**config.mk**
```make
export PLATFORM = sky130hd
export DESIGN_NAME = multi_channel_heartbeat_watchdog
export DESIGN_NICKNAME = d
export VERILOG_FILES = /design/src/hdl/mchw_pkg.sv /design/src/hdl/multi_channel_heartbeat_watchdog.sv /design/src/hdl/mchw_cfg_regs.sv /design/src/hdl/mchw_check.sv
export SDC_FILE = /design/constraint.sdc
export NUM_CORES = 1
export LEC_CHECK = 0
export BUFFER_PORTS_ARGS = -buffer_cell sky130_fd_sc_hd__clkbuf_2
export CAP_MARGIN = 20
export CORE_AREA = 2 2 216 218
export CTS_CLUSTER_SIZE = 10
export DETAILED_ROUTE_END_ITERATION = 10
export DIE_AREA = 0 0 218 220
export PLACE_DENSITY = 0.83
export SETUP_SLACK_MARGIN = 0.5
export SLEW_MARGIN = 5
export SYNTH_ARGS = -nofsm -noshare
export SYNTH_HDL_FRONTEND = slang
export SYNTH_SLANG_ARGS = --single-unit
```
**constraint.sdc**
```tcl
create_clock -name clk -period 18.7 [get_ports clk]
set_input_delay 1.87 -clock clk [delete_from_list [all_inputs] [get_ports clk]]
set_output_delay 1.87 -clock clk [all_outputs]
set_load 0.02 [all_outputs]
```
**src/hdl/mchw_pkg.sv**
```systemverilog
// ----------------------------------------------------------------------------
// mchw_pkg
// Shared types and constants for the multi-channel heartbeat watchdog:
// register map, reset values, operation codes and the configuration bundle.
// ----------------------------------------------------------------------------
package mchw_pkg;

  localparam int unsigned TIME_W     = 32;
  localparam int unsigned APB_DATA_W = 32;
  localparam int unsigned APB_ADDR_W = 3;

  // Register index, taken from paddr[2] (registers sit 4 bytes apart).
  typedef enum logic {
    REG_HEARTBEAT_TIMEOUT  = 1'b0,
    REG_RESPONDER_LIFETIME = 1'b1
  } reg_idx_t;

  typedef enum logic {
    OP_KICK  = 1'b0,
    OP_CHECK = 1'b1
  } op_t;

  localparam logic [TIME_W-1:0] HEARTBEAT_TIMEOUT_RST  = 32'd2000;
  localparam logic [TIME_W-1:0] RESPONDER_LIFETIME_RST = 32'd10000;

  typedef struct packed {
    logic [TIME_W-1:0] heartbeat_timeout_ms;
    logic [TIME_W-1:0] responder_lifetime_ms;
  } cfg_t;

endpackage

```
**src/hdl/multi_channel_heartbeat_watchdog.sv**
```systemverilog
// ----------------------------------------------------------------------------
// multi_channel_heartbeat_watchdog
// Heartbeat, monitor-liveness and responder-lifetime watchdog with an APB
// configuration port and valid/ready item and result channels.
// ----------------------------------------------------------------------------
// Usage:
//   Input channel (in_*): one transaction per item. op = kick stores now_ms
//   for in_channel; op = check tests all monitors, heartbeat channels and
//   responders against the stored times and the configured limits.
//   Result channel (out_*): exactly one transaction per input item, in order;
//   a kick returns all-zero fields.
//   APB port: register 0 (addr 0) heartbeat timeout, register 1 (addr 4)
//   responder lifetime, both in ms. Write only while the block is idle.
// Pipeline and throughput:
//   An item passes the input register, then the result register; out_valid
//   rises when the item is written into the result register.
//   One item per cycle sustained while out_ready stays high; the compare logic
//   sits in a single stage and the timestamp state commits as each item leaves
//   the input register, so the next item sees it immediately.
// Reset:
//   rst_n (synchronous) clears both stages, all heartbeat and spawn times
//   (channels unarmed, responders untracked) and reloads default limits.
// Stall:
//   When out_ready is low the result holds; the input register still fills,
//   then in_ready drops until the result is taken.
// ----------------------------------------------------------------------------
module multi_channel_heartbeat_watchdog #(
  parameter int unsigned HEARTBEAT_CHANNELS = 3,
  parameter int unsigned MONITOR_CHANNELS   = 3,
  parameter int unsigned RESPONDER_CHANNELS = 4,
  localparam int unsigned CHAN_W = (HEARTBEAT_CHANNELS > 1) ?
                                   $clog2(HEARTBEAT_CHANNELS) : 1
) (
  input  logic                            clk,
  input  logic                            rst_n,
  // item channel
  input  logic                            in_valid,
  output logic                            in_ready,
  input  logic                            in_op,
  input  logic [CHAN_W-1:0]               in_channel,
  input  logic [mchw_pkg::TIME_W-1:0]     in_now_ms,
  input  logic [MONITOR_CHANNELS-1:0]     in_monitors_alive,
  input  logic [RESPONDER_CHANNELS-1:0]   in_responders_present,
  // result channel
  output logic                            out_valid,
  input  logic                            out_ready,
  output logic [MONITOR_CHANNELS-1:0]     out_monitor_restart,
  output logic [HEARTBEAT_CHANNELS-1:0]   out_heartbeat_alert,
  output logic [RESPONDER_CHANNELS-1:0]   out_responder_kill,
  output logic                            out_frozen_event,
  // configuration
  input  logic                            psel,
  input  logic                            penable,
  input  logic                            pwrite,
  input  logic [mchw_pkg::APB_ADDR_W-1:0] paddr,
  input  logic [mchw_pkg::APB_DATA_W-1:0] pwdata,
  output logic [mchw_pkg::APB_DATA_W-1:0] prdata,
  output logic                            pready
);

  mchw_pkg::cfg_t cfg;

  // Input stage
  logic                            s1_valid_r;
  mchw_pkg::op_t                   s1_op_r;
  logic [CHAN_W-1:0]               s1_channel_r;
  logic [mchw_pkg::TIME_W-1:0]     s1_now_r;
  logic [MONITOR_CHANNELS-1:0]     s1_alive_r;
  logic [RESPONDER_CHANNELS-1:0]   s1_present_r;

  // Result stage
  logic                            out_valid_r;
  logic [MONITOR_CHANNELS-1:0]     restart_r;
  logic [HEARTBEAT_CHANNELS-1:0]   alert_r;
  logic [RESPONDER_CHANNELS-1:0]   kill_r;
  logic                            frozen_r;

  logic [MONITOR_CHANNELS-1:0]     restart_nxt;
  logic [HEARTBEAT_CHANNELS-1:0]   alert_nxt;
  logic [RESPONDER_CHANNELS-1:0]   kill_nxt;

  logic s1_adv;
  logic in_take;

  // Advance the staged item whenever the result register is free or draining.
  assign s1_adv   = s1_valid_r && (!out_valid_r || out_ready);
  assign in_ready = !s1_valid_r || s1_adv;
  assign in_take  = in_valid && in_ready;

  mchw_cfg_regs u_cfg_regs (
    .clk     (clk),
    .rst_n   (rst_n),
    .psel    (psel),
    .penable (penable),
    .pwrite  (pwrite),
    .paddr   (paddr),
    .pwdata  (pwdata),
    .prdata  (prdata),
    .pready  (pready),
    .cfg     (cfg)
  );

  mchw_check #(
    .HEARTBEAT_CHANNELS (HEARTBEAT_CHANNELS),
    .MONITOR_CHANNELS   (MONITOR_CHANNELS),
    .RESPONDER_CHANNELS (RESPONDER_CHANNELS),
    .CHAN_W             (CHAN_W)
  ) u_check (
    .clk                (clk),
    .rst_n              (rst_n),
    .advance            (s1_adv),
    .op                 (s1_op_r),
    .channel            (s1_channel_r),
    .now_ms             (s1_now_r),
    .monitors_alive     (s1_alive_r),
    .responders_present (s1_present_r),
    .cfg                (cfg),
    .monitor_restart    (restart_nxt),
    .heartbeat_alert    (alert_nxt),
    .responder_kill     (kill_nxt)
  );

  // Control: hold valid flags until the stage moves on.
  always_ff @(posedge clk) begin
    if (!rst_n) begin
      s1_valid_r  <= 1'b0;
      out_valid_r <= 1'b0;
    end else begin
      if (in_take) begin
        s1_valid_r <= 1'b1;
      end else if (s1_adv) begin
        s1_valid_r <= 1'b0;
      end
      if (s1_adv) begin
        out_valid_r <= 1'b1;
      end else if (out_ready) begin
        out_valid_r <= 1'b0;
      end
    end
  end

  // Payload: capture on transaction, no reset needed.
  always_ff @(posedge clk) begin
    if (in_take) begin
      s1_op_r      <= mchw_pkg::op_t'(in_op);
      s1_channel_r <= in_channel;
      s1_now_r     <= in_now_ms;
      s1_alive_r   <= in_monitors_alive;
      s1_present_r <= in_responders_present;
    end
    if (s1_adv) begin
      restart_r <= restart_nxt;
      alert_r   <= alert_nxt;
      kill_r    <= kill_nxt;
      frozen_r  <= (|restart_nxt) | (|alert_nxt) | (|kill_nxt);
    end
  end

  assign out_valid           = out_valid_r;
  assign out_monitor_restart = restart_r;
  assign out_heartbeat_alert = alert_r;
  assign out_responder_kill  = kill_r;
  assign out_frozen_event    = frozen_r;

`ifndef NO_ASSERTIONS
  // Frozen flag must match the alert fields it summarizes.
  a_frozen_consistent: assert property (@(posedge clk) disable iff (!rst_n)
    out_valid |-> (out_frozen_event ==
                   ((|out_monitor_restart) | (|out_heartbeat_alert) |
                    (|out_responder_kill))))
    else $error("frozen_event disagrees with alert fields");

  // A kick must produce an all-zero result.
  a_kick_zero: assert property (@(posedge clk) disable iff (!rst_n)
    (s1_adv && s1_op_r == mchw_pkg::OP_KICK) |=>
      (out_monitor_restart == '0 && out_heartbeat_alert == '0 &&
       out_responder_kill == '0 && !out_frozen_event))
    else $error("kick produced a nonzero result");

  // An empty result register must never block the input side.
  a_no_false_stall: assert property (@(posedge clk) disable iff (!rst_n)
    !out_valid_r |-> in_ready)
    else $error("input stalled with empty result register");

  // A staged item blocked by a held result must still be staged next cycle.
  a_stage_holds: assert property (@(posedge clk) disable iff (!rst_n)
    (s1_valid_r && out_valid_r && !out_ready) |=> (s1_valid_r && out_valid_r))
    else $error("staged item lost during output stall");
`endif

endmodule

```
**src/hdl/mchw_cfg_regs.sv**
```systemverilog
// ----------------------------------------------------------------------------
// mchw_cfg_regs
// APB register file holding the heartbeat timeout and the responder lifetime.
// ----------------------------------------------------------------------------
module mchw_cfg_regs (
  input  logic                                clk,
  input  logic                                rst_n,
  input  logic                                psel,
  input  logic                                penable,
  input  logic                                pwrite,
  input  logic [mchw_pkg::APB_ADDR_W-1:0]     paddr,
  input  logic [mchw_pkg::APB_DATA_W-1:0]     pwdata,
  output logic [mchw_pkg::APB_DATA_W-1:0]     prdata,
  output logic                                pready,
  output mchw_pkg::cfg_t                      cfg
);

  mchw_pkg::cfg_t   cfg_r;
  mchw_pkg::reg_idx_t reg_idx;
  logic             wr_en;

  assign pready  = 1'b1;
  assign reg_idx = mchw_pkg::reg_idx_t'(paddr[2]);
  assign wr_en   = psel & penable & pwrite;

  always_ff @(posedge clk) begin
    if (!rst_n) begin
      cfg_r.heartbeat_timeout_ms  <= mchw_pkg::HEARTBEAT_TIMEOUT_RST;
      cfg_r.responder_lifetime_ms <= mchw_pkg::RESPONDER_LIFETIME_RST;
    end else if (wr_en) begin
      unique case (reg_idx)
        mchw_pkg::REG_HEARTBEAT_TIMEOUT:  cfg_r.heartbeat_timeout_ms  <= pwdata;
        mchw_pkg::REG_RESPONDER_LIFETIME: cfg_r.responder_lifetime_ms <= pwdata;
        default: ;
      endcase
    end
  end

  always_comb begin
    unique case (reg_idx)
      mchw_pkg::REG_HEARTBEAT_TIMEOUT:  prdata = cfg_r.heartbeat_timeout_ms;
      mchw_pkg::REG_RESPONDER_LIFETIME: prdata = cfg_r.responder_lifetime_ms;
      default:                          prdata = '0;
    endcase
  end

  assign cfg = cfg_r;

endmodule

```
**src/hdl/mchw_check.sv**
```systemverilog
// ----------------------------------------------------------------------------
// mchw_check
// Timestamp state and per-channel compare logic. Evaluates the staged item
// against stored times and commits the state update when the item advances.
// ----------------------------------------------------------------------------
module mchw_check #(
  parameter int unsigned HEARTBEAT_CHANNELS = 3,
  parameter int unsigned MONITOR_CHANNELS   = 3,
  parameter int unsigned RESPONDER_CHANNELS = 4,
  parameter int unsigned CHAN_W             = 2
) (
  input  logic                              clk,
  input  logic                              rst_n,
  input  logic                              advance,
  input  mchw_pkg::op_t                     op,
  input  logic [CHAN_W-1:0]                 channel,
  input  logic [mchw_pkg::TIME_W-1:0]       now_ms,
  input  logic [MONITOR_CHANNELS-1:0]       monitors_alive,
  input  logic [RESPONDER_CHANNELS-1:0]     responders_present,
  input  mchw_pkg::cfg_t                    cfg,
  output logic [MONITOR_CHANNELS-1:0]       monitor_restart,
  output logic [HEARTBEAT_CHANNELS-1:0]     heartbeat_alert,
  output logic [RESPONDER_CHANNELS-1:0]     responder_kill
);

  logic [mchw_pkg::TIME_W-1:0] hb_time_r   [HEARTBEAT_CHANNELS];
  logic [mchw_pkg::TIME_W-1:0] hb_time_nxt [HEARTBEAT_CHANNELS];
  logic [mchw_pkg::TIME_W-1:0] spawn_r     [RESPONDER_CHANNELS];
  logic [mchw_pkg::TIME_W-1:0] spawn_nxt   [RESPONDER_CHANNELS];
  logic                        is_check;

  assign is_check        = (op == mchw_pkg::OP_CHECK);
  assign monitor_restart = is_check ? ~monitors_alive : '0;

  for (genvar i = 0; i < HEARTBEAT_CHANNELS; i++) begin : g_hb
    logic [mchw_pkg::TIME_W-1:0] gap;
    logic                        expired;
    assign gap     = now_ms - hb_time_r[i];
    assign expired = is_check && (hb_time_r[i] != '0) &&
                     (gap > cfg.heartbeat_timeout_ms);
    assign heartbeat_alert[i] = expired;
    // Kick stores now for the addressed channel; an alert rearms at now.
    assign hb_time_nxt[i] = ((!is_check && channel == CHAN_W'(i)) || expired) ?
                            now_ms : hb_time_r[i];
  end

  for (genvar i = 0; i < RESPONDER_CHANNELS; i++) begin : g_rsp
    logic [mchw_pkg::TIME_W-1:0] spawn_eff;
    logic [mchw_pkg::TIME_W-1:0] age;
    logic                        too_old;
    // Latch spawn time on first sight; a fresh spawn has age zero.
    assign spawn_eff = (spawn_r[i] == '0) ? now_ms : spawn_r[i];
    assign age       = now_ms - spawn_eff;
    assign too_old   = is_check && responders_present[i] && (spawn_eff != '0) &&
                       (age > cfg.responder_lifetime_ms);
    assign responder_kill[i] = too_old;
    always_comb begin
      if (!is_check) begin
        spawn_nxt[i] = spawn_r[i];
      end else if (!responders_present[i] || too_old) begin
        spawn_nxt[i] = '0;
      end else begin
        spawn_nxt[i] = spawn_eff;
      end
    end
  end

  always_ff @(posedge clk) begin
    if (!rst_n) begin
      for (int i = 0; i < HEARTBEAT_CHANNELS; i++) hb_time_r[i] <= '0;
      for (int i = 0; i < RESPONDER_CHANNELS; i++) spawn_r[i]   <= '0;
    end else if (advance) begin
      for (int i = 0; i < HEARTBEAT_CHANNELS; i++) hb_time_r[i] <= hb_time_nxt[i];
      for (int i = 0; i < RESPONDER_CHANNELS; i++) spawn_r[i]   <= spawn_nxt[i];
    end
  end

endmodule

```
==> results.ini <==
[timing]
finalSetupViolations=0
rsz0062_at_grt=no
tightest_slew_ns=1.17
drv_slew=0
fmax_mhz=114
totalNegativeSetupSlack_ns=0
finalWorstSetupSlack_ns=9.92
period_share_pct=46.9
hold_viol=0
fin_crit_ns=8.78
fin_worst_skew_ns=0.0344
relSlewSlack_pct=21.1

[worst_setup_path]
crit_family=compound AO/OA/AOI/OAI gates
critPathLaunch=u_check.spawn_r[1][17]
worst_ep_required_time_ns=19.05
worstReg2RegEnd=out_frozen_event
critPathSlowestCell=nor4_1
cp-end-kind=register
startpoint_type=register
arrival_ns=9.13
endpoint=out_frozen_event
timing.rr.start=u_check.spawn_r[1][17]
critical_path_buf_inv_count=1
reg2reg_slack_ns=9.92
max_stage_delay_ns=0.96
critical_path_class=reg2reg
r2r_cells=29
critical_path.max_fanout=31
critical_path_depth=29

[synthesis]
ys_ff_latch=343
synth_most_common_cell=ha_1
synth_largest_type_area_fraction_pct=28.4
syn-mean-instance-area_um2=8.92
ys_seq_area_share_pct=32.9
syn_inst=3283
synth_edf_count=277
synth_ff_type=edfxtp_1
synth_nets=3811
ys_types=82
yosys.area.top_type=edfxtp_1
synth_warnings=0
synthTopCellsByArea=edfxtp_1, ha_1, a21oi_1
syn_area_um2=29300
ys_top_cells_by_count=ha_1, a21oi_1, edfxtp_1, nand2_1, inv_1
synthArstFlopShare_pct=0

[clock_tree]
hold_buffers=0
cts_buffers=44
max-clock-path-buffers=3
cts_resized=0
cts_tree=built
post_cts_buffers=0
clock-root-buffer=clkbuf_16
clk_latency_ns=0.61
path_clk_slew_ns=0.06
cts_sinks=343
h-tree-depth=2

[grt]
grt_pass1_wl_um=141000
met3_usage_pct=4.94
grt-busiest-layer=met2
grt_max_degree=72
grt_util_met1_pct=47.1
grt_usage_pct=38.5
overflow=0
grt_pass1_vias=26000
grt.met2_usage_pct=64.8
antenna_found_initial=2

[drt]
ant_nets=0
drt_iter0_drc=2289
vias_per_cell=6.58
drc=0
first_pass_iters=7
vias=26800
finalWirelength_um=93200
wl_per_cell_um=22.9

[floorplanning]
dieWidth_um=218
die_h_um=220
io_pins=130
rows=79
core_area_um2=45900
die_area_um2=48000
start_util_pct=63.8

[finish]
fin_nets=3948
drive_gt1_share_pct=7.96
syn_to_final_growth_pct=10.0
fill_cells=3625
postLayoutCellArea_um2=32200

[run_status]
outcome=finished clean

[placed_design]
dpl.hpwl_um=70600
post-place-ws_ns=9.99
placed_cell_area_um2=30700
io_buffers=126
place.gp.congestion=0.955

[worst_hold_path]
whs_path_depth=2
hold_class=reg2reg

[power_and_ir_drop]
ir_worst_vdd_mv=0.0851
power_uw=2670
p_leak_uw=0.0136
powerDensity_nw_per_um2=82.8

[flow_run]
drv_cap=0

layer usage:
metal | part of all wire [%] | wire [um]
met1 | 39 | 36100
met2 | 46 | 43100
met3 | 7.8 | 7290
met4 | 7.2 | 6730
met5 | 0 | 0
worst min path at each step:
stage	start	to	slack (ns)
6_report	u_cfg_regs.cfg[33]	u_cfg_regs.cfg[33]	0.46
5_1_grt	u_cfg_regs.cfg[54]	u_cfg_regs.cfg[54]	0.48
4_1_cts	u_cfg_regs.cfg[45]	u_cfg_regs.cfg[45]	0.45
3_5_place_dp	u_cfg_regs.cfg[45]	u_cfg_regs.cfg[45]	0.45
3_3_place_gp	u_cfg_regs.cfg[43]	u_cfg_regs.cfg[43]	0.44
2_1_floorplan	u_cfg_regs.cfg[33]	u_cfg_regs.cfg[33]	0.44
cell usage in the layout, fill, tap and decap left out, drive strengths merged, types with 10 or more instances in the layout:
cell type / netlist / routed
a211oi: 18 / 18
o211ai: 30 / 30
nand4: 85 / 85
xnor2: 142 / 142
a31oi: 23 / 23
and2: 10 / 10
inv: 214 / 216
a21o: 182 / 182
o21a: 52 / 52
ha: 441 / 441
nor4: 71 / 71
and3: 49 / 49
o21ai: 150 / 150
nor2b: 72 / 72
a21oi: 392 / 392
buf: 9 / 54
o21bai: 24 / 24
clkbuf: 80 / 200
nand3: 52 / 52
o31ai: 13 / 13
xor2: 57 / 57
nand2b: 47 / 47
nand2: 274 / 274
nor2: 206 / 206
dfxtp: 66 / 66
nor3: 100 / 100
edfxtp: 277 / 277
report_power, final:
group	total, uW	internal (uW)	switching [uW]
clock network	840	496	343
registers	904	873	31.0
logic	924	387	537
through the flow:
stage	hold slack (ns)	std cells	util, %
floorplan	0.436	3283	-
global placement	0.443	3978	67.0
detailed placement	0.448	3978	67.0
CTS	0.455	4060	70.1
global route	0.477	4064	70.2
finish	0.456	4065	70.2
state kept, by name (all words and copies together) (netlist names):
| signal | count |
|---|---|
| out_responder_kill | 4 |
| s1_valid_r | 1 |
| out_valid | 1 |
| s1_channel_r | 2 |
| out_heartbeat_alert | 3 |
| s1_alive_r | 3 |
| u_check.spawn_r | 128 |
| s1_now_r | 32 |
| s1_present_r | 4 |
| out_frozen_event | 1 |
| u_check.hb_time_r | 96 |
| s1_op_r | 1 |
| out_monitor_restart | 3 |
| u_cfg_regs.cfg | 64 |
final cells by class:
cell class	instances	area, um2	area share (%)
Clock buffer	74	1320	4.09
Inverter	214	803	2.49
Sequential cell	343	9640	29.9
Tap cell	607	759	2.36
Clock inverter	8	98.8	0.307
Antenna cell	2	5.00	0.0155
Multi-Input combinational cell	2637	18500	57.5
Timing Repair Buffer	180	1070	3.33
logic make-up (layout without fill, tap and decap cells):
logic type | after synthesis | in the layout | share of synthesized area (%)
simple gates | 1019 | 1019 | 17.3
compound gates | 969 | 969 | 20.6
fa+ha+maj | 444 | 444 | 19.1
flops | 343 | 343 | 32.9
buf+inv | 303 | 476 | 3.94
xor+xnor | 199 | 199 | 5.95
mux | 5 | 5 | 0.184
other cells | 1 | 3 | 0.0128
worst min-delay path, cell delays in order, from the launching register on:
cell     delay, ns
dfxtp_1       0.31
nand2_1       0.05
a21oi_1       0.05
No activity file was read; power rests on OpenSTA's default activity.
